<file path="src/ip_fragment_tracker_core_macros.svh">
// Assertion macros for the fragment tracker core.
`ifndef IP_FRAGMENT_TRACKER_CORE_MACROS_SVH
`define IP_FRAGMENT_TRACKER_CORE_MACROS_SVH

// check under reset disable
`define IFT_ASSERT(lbl, prop) \
  lbl: assert property (@(posedge clk_i) disable iff (!rst_ni) prop) \
    else $error("ip_fragment_tracker_core: check failed");

// check at every edge, reset included
`define IFT_ASSERT_ALWAYS(lbl, prop) \
  lbl: assert property (@(posedge clk_i) prop) \
    else $error("ip_fragment_tracker_core: check failed");

`endif

</file>
<file path="src/ift_pkg.sv">
// Shared types and constants of the fragment tracker core.
package ift_pkg;

  localparam int unsigned TABLE_ENTRIES   = 64;
  localparam int unsigned FRAGS_PER_ENTRY = 16;
  localparam int unsigned IDX_W  = (TABLE_ENTRIES > 1) ? $clog2(TABLE_ENTRIES) : 1;
  localparam int unsigned CNT_W  = $clog2(TABLE_ENTRIES + 1);
  localparam int unsigned FCNT_W = $clog2(FRAGS_PER_ENTRY + 1);
  localparam int unsigned IN_W   = 160;
  localparam int unsigned OUT_W  = 104;
  localparam logic [15:0] TIMEOUT_RESET = 16'd30;

  localparam logic [1:0] FUNC_ADD    = 2'd0;
  localparam logic [1:0] FUNC_QUERY  = 2'd1;
  localparam logic [1:0] FUNC_REMOVE = 2'd2;
  localparam logic [1:0] FUNC_RSVD   = 2'd3;

  localparam logic [1:0] STATUS_OK        = 2'd0;
  localparam logic [1:0] STATUS_TBL_FULL  = 2'd1;
  localparam logic [1:0] STATUS_LIST_FULL = 2'd2;

  typedef struct packed {
    logic [31:0]       src;
    logic [31:0]       dst;
    logic [15:0]       id;
    logic [7:0]        proto;
    logic [FCNT_W-1:0] nfrags;
    logic [15:0]       covered;
    logic [15:0]       dgram_len;
    logic [31:0]       stamp;
    logic              done;
  } entry_t;

  typedef struct packed {
    logic             load;
    logic             rd_en;
    logic [IDX_W-1:0] rd_addr;
    logic             commit;
  } ctrl_cmd_t;

endpackage

</file>
<file path="src/ift_ctrl.sv">
// Sequencer of the fragment tracker: accept, table walk, commit.
module ift_ctrl import ift_pkg::*; (
  input  logic      clk_i,
  input  logic      rst_ni,
  input  logic      in_valid_i,
  output logic      in_ready_o,
  output logic      out_valid_o,
  input  logic      out_ready_i,
  output ctrl_cmd_t cmd_o
);

  typedef enum logic [1:0] {ST_IDLE, ST_SCAN, ST_COMMIT} state_e;

  state_e           state_q;
  logic [CNT_W-1:0] cnt_q;
  logic             out_valid_q;
  logic             out_free;

  assign out_free    = !out_valid_q || out_ready_i;
  assign in_ready_o  = (state_q == ST_IDLE);
  assign out_valid_o = out_valid_q;

  assign cmd_o.load    = in_valid_i && (state_q == ST_IDLE);
  assign cmd_o.rd_en   = (state_q == ST_SCAN) && (cnt_q < CNT_W'(TABLE_ENTRIES));
  assign cmd_o.rd_addr = cnt_q[IDX_W-1:0];
  assign cmd_o.commit  = (state_q == ST_COMMIT) && out_free;

  always_ff @(posedge clk_i or negedge rst_ni) begin
    if (!rst_ni) begin
      state_q     <= ST_IDLE;
      cnt_q       <= '0;
      out_valid_q <= 1'b0;
    end else begin
      if (out_valid_q && out_ready_i) out_valid_q <= 1'b0;
      unique case (state_q)
        ST_IDLE: begin
          cnt_q <= '0;
          if (in_valid_i) state_q <= ST_SCAN;
        end
        ST_SCAN: begin
          if (cnt_q == CNT_W'(TABLE_ENTRIES)) state_q <= ST_COMMIT;
          else cnt_q <= cnt_q + CNT_W'(1);
        end
        ST_COMMIT: begin
          if (out_free) begin
            out_valid_q <= 1'b1;
            state_q     <= ST_IDLE;
          end
        end
        default: state_q <= ST_IDLE;
      endcase
    end
  end

endmodule

</file>
<file path="config.mk">
export PLATFORM = sky130hd
export DESIGN_NAME = ift_ctrl
export DESIGN_NICKNAME = d
export VERILOG_FILES = /design/src/ip_fragment_tracker_core_macros.svh /design/src/ift_pkg.sv /design/src/ift_ctrl.sv
export SDC_FILE = /design/constraint.sdc
export NUM_CORES = 1
export LEC_CHECK = 0
export BUFFER_PORTS_ARGS = -buffer_cell sky130_fd_sc_hd__buf_2
export CAP_MARGIN = 10
export CORE_UTILIZATION = 40
export CTS_CLUSTER_SIZE = 12
export DETAILED_ROUTE_END_ITERATION = 8
export GPL_TIMING_DRIVEN = 0
export SYNTH_ARGS = -nofsm -noshare
export SYNTH_HDL_FRONTEND = slang
export SYNTH_SLANG_ARGS = --single-unit
</file>
<file path="constraint.sdc">
create_clock -name clk_i -period 3.4 [get_ports clk_i]
set_input_delay 1.02 -clock clk_i [delete_from_list [all_inputs] [get_ports clk_i]]
set_output_delay 1.02 -clock clk_i [all_outputs]
set_load 0.1 [all_outputs]
</file>
After elaboration in Yosys (flattened, before gate mapping)
Index checks and enable logic that the tools add are counted.
{"block": "totals", "elab_cells": 31, "output_inout_bits": 11, "reg_bits": 10, "inputBits": 4}
{"block": "op_classes", "muxes": 9, "n_lt_le_gt_ge": 1, "eq_ne": 7, "add_sub_neg": 1, "n_reduce_logical": 10}
{"op": "case mux 7 bit (2 select lines)", "n": 1}
{"op": "adder 7 x 1 -> 7 bit, second input constant", "n": 1}
{"op": "== test 7 bit, second input constant", "n": 1}
{"op": "less-than comparator 7 bit, second input constant", "n": 1}
{"op": "2-to-1 mux 7 bit", "n": 1}
{"op": "2-to-1 mux 2 bit", "n": 3}
{"op": "!= test 2 bit, second input constant", "n": 3}
{"op": "case mux 2 bit (3 select lines)", "n": 1}
{"op": "logical AND 1 bit", "n": 4}
{"op": "2-to-1 mux 1 bit", "n": 3}
{"op": "AND reduction 3 bit", "n": 1}
{"op": "== test 2 x 1 -> 1 bit, second input constant", "n": 1}
{"op": "== test 2 bit, second input constant", "n": 1}
{"op": "zero test 2 bit", "n": 1}
{"op": "!= test 2 x 1 -> 1 bit, second input constant", "n": 1}
{"op": "AND reduction 2 bit", "n": 1}
{"op": "nonzero test 2 bit", "n": 1}
{"op": "zero test 1 bit", "n": 1}
{"op": "logical OR 1 bit", "n": 1}

Longest topological paths before layout
Gate-level depths: netlist of the first run.
{"block": "logic_depth", "ltp_word": 4, "mapped_depth": 5, "depth_no_buf": 5}

Worst setup path before layout of the first run
No wires, ideal clock.
{"block": "synth_path", "path_type": "register -> output", "from": "register state_q[0]", "to": "output port cmd_o[8] (netlist bit)", "setup_slack_ps": -387, "path_stages_with_launch": 4, "arrival_ps": 2767, "path_buffers": 1, "t_required_ps": 2380, "path_cell_list": "dfrtp_1 -> buf_6 -> nor2_1 -> and2_1"}
{"item": "start: declaration", "line": "ift_ctrl.sv:14", "source": "state_e state_q;"}
{"item": "start signal: assignment", "line": "ift_ctrl.sv:30", "source": "state_q <= ST_IDLE;"}
{"item": "start signal: assignment", "line": "ift_ctrl.sv:38", "source": "if (in_valid_i) state_q <= ST_SCAN;"}
{"item": "start signal: assignment", "line": "ift_ctrl.sv:41", "source": "if (cnt_q == CNT_W'(TABLE_ENTRIES)) state_q <= ST_COMMIT;"}
{"item": "end: declaration", "line": "ift_ctrl.sv:9", "source": "output ctrl_cmd_t cmd_o"}

==> impl_metrics.csv, run 1 <==
group,metric,value,unit
yosys,netlist_area,618.1,µm²
placement,hpwl,818.3,µm
min_path,worst_hold_path_type,"reg2reg",
clock_network,cts_max_level,1,
detailed_routing,drt_iter0_markers,5,
yosys,yosysWarnings,0,
timing,rsz0062_at_grt,"false",
placement,post_dp_cell_area,711.9,µm²
yosys,yosys.area_share.adder,0.04049,
final_layout,final.fill_count,121,
yosys,ys_seq_area_frac,0.4049,
global_route,grt_pass1_wl,1766,µm
yosys,ys_seq_elements,10,
yosys,avgSynthCellArea,9.365,µm²
die,rows,13,
global_route,grt_usage,0.1704,
yosys,synth-simple-area-share,0.2632,
clock_network,cts_root_buffer,"clkbuf_4",
run_status,status,"complete, no violations",
setup_path,worstPathMaxFanout,3,
job,maxCapViolations,0,
setup_path,worstReg2RegEnd,"cnt_q[0]$_DFFE_PN0P_",
placement,port_buffers,14,
clock_network,cts_tree,"built",
clock_network,clock_path_buffers,2,
yosys,netlist-cell-type-count,26,
clock_network,clk_latency,270,ps
global_route,grt_overflow,0,
detailed_routing,wl_per_cell,11.48,µm
die,design.core.area,1366,µm²
global_route,first_global_vias,415,
detailed_routing,viasPerCell,5.061,
timing,worstMarginPinSlew,681.9,ps
yosys,synth_top_family_by_area,"simple AND/OR/NAND/NOR gates",
final_layout,mostFrequentLayoutCells,"14 x buf_2, 10 x dfrtp_1, 7 x nand2_1",
die,die_area,1707,µm²
placement,numPlacedInstances,95,
clock_network,cts_sinks,10,
setup_path,rr_startpoint,"cnt_q[4]$_DFFE_PN0P_",
final_layout,fin_cells,99,
setup_path,required,2380,ps
clock_network,cts_setup_buffers,0,
setup_path,cp.arrival,1780,ps
global_route,grt_antenna_before_repair,0,
yosys,yosys-mux-area-fraction,0.01619,
yosys,syn_nets,72,
detailed_routing,ant_nets,0,
timing,drv_slew,0,
timing,skew,6.688,ps
clock_network,cts-resized-gates,0,
timing,finalHoldViolations,0,
yosys,async_flop_share,1.000,
yosys,syn_inst,66,
timing,fmax,357.2,MHz
placement,gp_congestion,0.6394,
detailed_routing,drc,0,
setup_path,end_kind,"output port",
timing,slew_headroom,0.5390,
timing,finalSetupViolations,0,
timing,finalSetupTns,0,ps
setup_path,worst_setup_path_start_kind,"input port",
timing,min_period,2799,ps
setup_path,crit_type,"in2out",
detailed_routing,firstDrtPassIters,2,
final_layout,n_antenna_cell,0,
setup_path,crit_start,"out_ready_i",
clock_network,numCtsBuffers,3,
detailed_routing,routed_wl,1137,µm
setup_path,endpoint,"cmd_o[0]",
final_layout,drive_gt1_frac,0.3690,
final_layout,fin_util,0.5476,
die,ios,15,
die,die_w,41.31,µm
final_layout,nets,91,
die,initial_utilization,0.4524,
die,die_y,41.31,µm
yosys,synth_edf_count,0,
final_layout,final_common_cell,"buf_2",
yosys,synth-compound-area-share,0.1235,
global_route,grt_max_degree,11,
timing,period_share,0.8234,
clock_network,hold_buffers,0,
yosys,dominantRegCellSynth,"dfrtp_1",
clock_network,cts.clk_slew.worst_paths,70,ps
setup_path,r2r_slack,1750,ps
yosys,synth-xor-area-share,0,
final_layout,final_area,748.2,µm²
detailed_routing,dr_total_vias,501,
final_layout,area_growth,21.05,%
setup_path,r2r_cells,3,
-- cells by family (layout without fill, tap and decap cells) --
group | count (synthesis) | in the layout
simple gates | 29 | 29
buf+inv | 13 | 31
compound gates | 11 | 11
flops | 10 | 10
fa+ha+maj | 2 | 2
mux | 1 | 1
-- routing by layer --
metal / part of all wire / vias to the layer above / global-route usage
li1: - / 266 / -
met1: 0.48 / 224 / 0.2067
met2: 0.45 / 9 / 0.2461
met3: 0.056 / 2 / 0.09574
met4: 0.014 / 0 / 0.07258
met5: 0 / - / 0
-- sequential cells by signal (all words and copies together), names as in the netlist --
name,count
cnt_q,7
state_q,2
out_valid_o,1
-- cells in the mapped netlist (3+ instances only) --
master	instances	area share
o311ai_0	3	0.043
nand2_1	7	0.043
buf_4	6	0.073
buf_6	3	0.055
nand3_1	5	0.040
nor2_1	3	0.018
dfrtp_1	10	0.40
o21ai_0	3	0.024
inv_1	4	0.024
nor2b_1	3	0.030
-- how the worst min path moves through the flow --
stage	from	end	slack, ps	depth (start not counted)
after floorplan	cnt_q[5]$_DFFE_PN0P_	cnt_q[5]$_DFFE_PN0P_	490	1
after global placement	out_valid_o$_DFF_PN0_	out_valid_o$_DFF_PN0_	490	2
after detailed placement	out_valid_o$_DFF_PN0_	out_valid_o$_DFF_PN0_	510	2
after CTS	out_valid_o$_DFF_PN0_	out_valid_o$_DFF_PN0_	530	2
after global routing	out_valid_o$_DFF_PN0_	out_valid_o$_DFF_PN0_	560	2
final	out_valid_o$_DFF_PN0_	out_valid_o$_DFF_PN0_	520	2
-- layout make-up --
| type | instances | area [µm²] | area share |
|---|---|---|---|
| Clock buffer | 4 | 36.28 | 0.04849 |
| Tap cell | 15 | 18.77 | 0.02508 |
| Timing Repair Buffer | 14 | 70.07 | 0.09365 |
| Buffer | 9 | 78.83 | 0.1054 |
| Inverter | 4 | 15.01 | 0.02007 |
| Multi-Input combinational cell | 43 | 279.0 | 0.3729 |
| Sequential cell | 10 | 250.2 | 0.3344 |
-- critical path, cell delays in order --
cell and delay (ps):
buf_2 70, nand2b_1 130, nor2b_2 140, buf_2 420
-- per-stage QoR --
stage	hold slack, ps	worst slack, ps
global placement	490.7	622.0
detailed placement	510.2	591.2
floorplan	488.6	130.0
finish	518.8	600.5
global route	563.9	573.5
CTS	528.3	591.2
Power of run 1 is not shown: default switching activity piles up to over one toggle a cycle in this logic, so the estimate is an artifact.
==> run 2, diff against run 1 <==
ABC_AREA = 1   (was unset)
clock period = 2.4 ns   (was 3.4 ns; I/O delays follow)
==> impl_metrics.csv, run 2 <==
group,metric,value,unit
yosys,yosysTopAreaCell,"dfrtp_1",
run_status,violations,"DRC",
final_layout,area_growth,21.44,%
timing,finalSetupViolations,0,
yosys,syn_inst,88,
timing,rsz0062_at_grt,"false",
final_layout,multi_input_area,315.3,µm²
setup_path,cp_num_cells,4,
die,ios,15,
clock_network,cts_setup_buffers,0,
timing,min_period,2147,ps
yosys,dominantRegCellSynth,"dfrtp_1",
final_layout,final.fill_count,174,
timing,fmax,465.8,MHz
die,die_y,42.06,µm
timing,finalHoldViolations,0,
detailed_routing,drc,1,
timing,finalSetupTns,0,ps
die,rows,14,
placement,port_buffers,14,
global_route,grt_antenna_before_repair,0,
setup_path,r2r_cells,7,
detailed_routing,wl_per_cell,10.10,µm
final_layout,drive_gt1_frac,0.3429,
clock_network,clock_path_buffers,2,
job,maxCapViolations,0,
clock_network,cts_max_level,1,
clock_network,cts.clk_slew.worst_paths,60,ps
min_path,worst_hold_path_type,"in2async",
clock_network,cts_tree,"built",
timing,period_share,0.8945,
yosys,ys_seq_area_frac,0.3899,
timing,worstMarginPinSlew,487.4,ps
setup_path,crit_top_cell,"nor2_4",
yosys,syn_nets,94,
timing,drv_slew,0,
yosys,async_flop_share,1.000,
setup_path,worst_setup_path_start_kind,"flip-flop",
yosys,synth.most_common_cell,"nand2_1",
yosys,yosysTopAreaCellShare,0.3899,
yosys,ys_top_cells_by_count,"21 x nand2_1, 11 x inv_1, 11 x nor2_1",
final_layout,largest_reg_flops,7,
final_layout,largest-register,"cnt_q",
die,die_w,42.06,µm
global_route,first_global_vias,480,
yosys,netlist_area,641.9,µm²
clock_network,cts-resized-gates,0,
yosys,ys_seq_elements,10,
setup_path,r2r_slack,1150,ps
setup_path,cp_top_family,"buffers and inverters",
timing,skew,1.596,ps
clock_network,clk_latency,260,ps
setup_path,crit_type,"reg2out",
die,design.core.area,1506,µm²
yosys,avgSynthCellArea,7.294,µm²
final_layout,regArea,250.2,µm²
clock_network,hold_buffers,0,
final_layout,mostFrequentLayoutCells,"21 x nand2_1, 14 x buf_2, 11 x inv_1",
placement,hpwl,937.6,µm
setup_path,crit_path_max_incr_delay,420,ps
die,die_area,1769,µm²
final_layout,nets,113,
timing,slew_headroom,0.6773,
detailed_routing,firstDrtPassIters,6,
yosys,synth_area_leaders,"dfrtp_1 39%, nand2_1 12%, buf_4 8.2%",
die,initial_utilization,0.4261,
setup_path,cp_num_buf_inv,2,
global_route,grt_overflow,0,
placement,gp_congestion,0.7691,
final_layout,n_antenna_cell,0,
setup_path,crit_path_cell_trace,"nor2_4 -> inv_2 -> nor2_4 -> buf_2",
detailed_routing,viasPerCell,4.793,
global_route,grt_pass1_wl,2090,µm
global_route,grt_usage,0.1638,
detailed_routing,routed_wl,1222,µm
yosys,yosysWarnings,0,
yosys,netlist-cell-type-count,16,
clock_network,cts_root_buffer,"clkbuf_4",
detailed_routing,dr_total_vias,580,
setup_path,cp.arrival,1430,ps
final_layout,final_common_cell,"nand2_1",
detailed_routing,drt_iter0_markers,7,
clock_network,cts_sinks,10,
setup_path,end_kind,"output port",
yosys,synth_edf_count,0,
clock_network,numCtsBuffers,3,
setup_path,cpMaxStageDelayCell,"dfrtp_1",
setup_path,worstPathMaxFanout,8,
setup_path,required,1680,ps
global_route,grt_max_degree,11,
detailed_routing,ant_nets,0,
run_status,status,"finished, violations left",
==> run 2: final cells by class <==
type	count	area share
Clock buffer	3	0.02889
Multi-Input combinational cell	58	0.4045
Timing Repair Buffer	14	0.08989
Inverter	13	0.06260
Sequential cell	10	0.3210
Tap cell	16	0.02568
Buffer	7	0.06742
==> run 2: path summary, 6_finish.rpt <==
check,start,endpoint
min reg2reg,out_valid_o$_DFF_PN0_,out_valid_o$_DFF_PN0_
max reg2reg,cnt_q[0]$_DFFE_PN0P_,state_q[0]$_DFFE_PN0P_
max,state_q[0]$_DFFE_PN0P_,cmd_o[8]
min,rst_ni,cnt_q[5]$_DFFE_PN0P_
min in group clk_i,out_valid_o$_DFF_PN0_,out_valid_o$_DFF_PN0_
max in group asynchronous,rst_ni,out_valid_o$_DFF_PN0_
==> run 2: cell families (layout without fill, tap and decap cells) <==
family | Yosys count | count (layout) | share of synthesized area
XOR/XNOR | 1 | 1 | 0.01365
flip-flops | 10 | 10 | 0.3899
adder cells (fa/ha/maj) | 2 | 2 | 0.03898
AO/OA/AOI/OAI | 4 | 4 | 0.03117
buffers and inverters | 20 | 37 | 0.1579
AND/OR/NAND/NOR | 51 | 51 | 0.3684
==> run 2: per-stage QoR <==
step	hold WS (ps)	utilization	cell area (µm²)	setup WS (ps)	instances
2_1_floorplan	424.4	-	666.9	61.20	88
3_3_place_gp	539.4	0.5025	757.0	302.3	118
3_5_place_dp	545.6	0.5025	757.0	299.4	118
4_1_cts	304.9	0.5174	779.5	234.4	121
5_1_grt	312.3	0.5174	779.5	123.9	121
6_report	305.9	0.5174	779.5	253.2	121
==> run 2: metal layers <==
metal	wire, µm	GRT usage
met4	40	0.1313
met2	536	0.2344
met3	60	0.05172
met1	585	0.2005
met5	0	0
Power of run 2 is left out for the same reason.
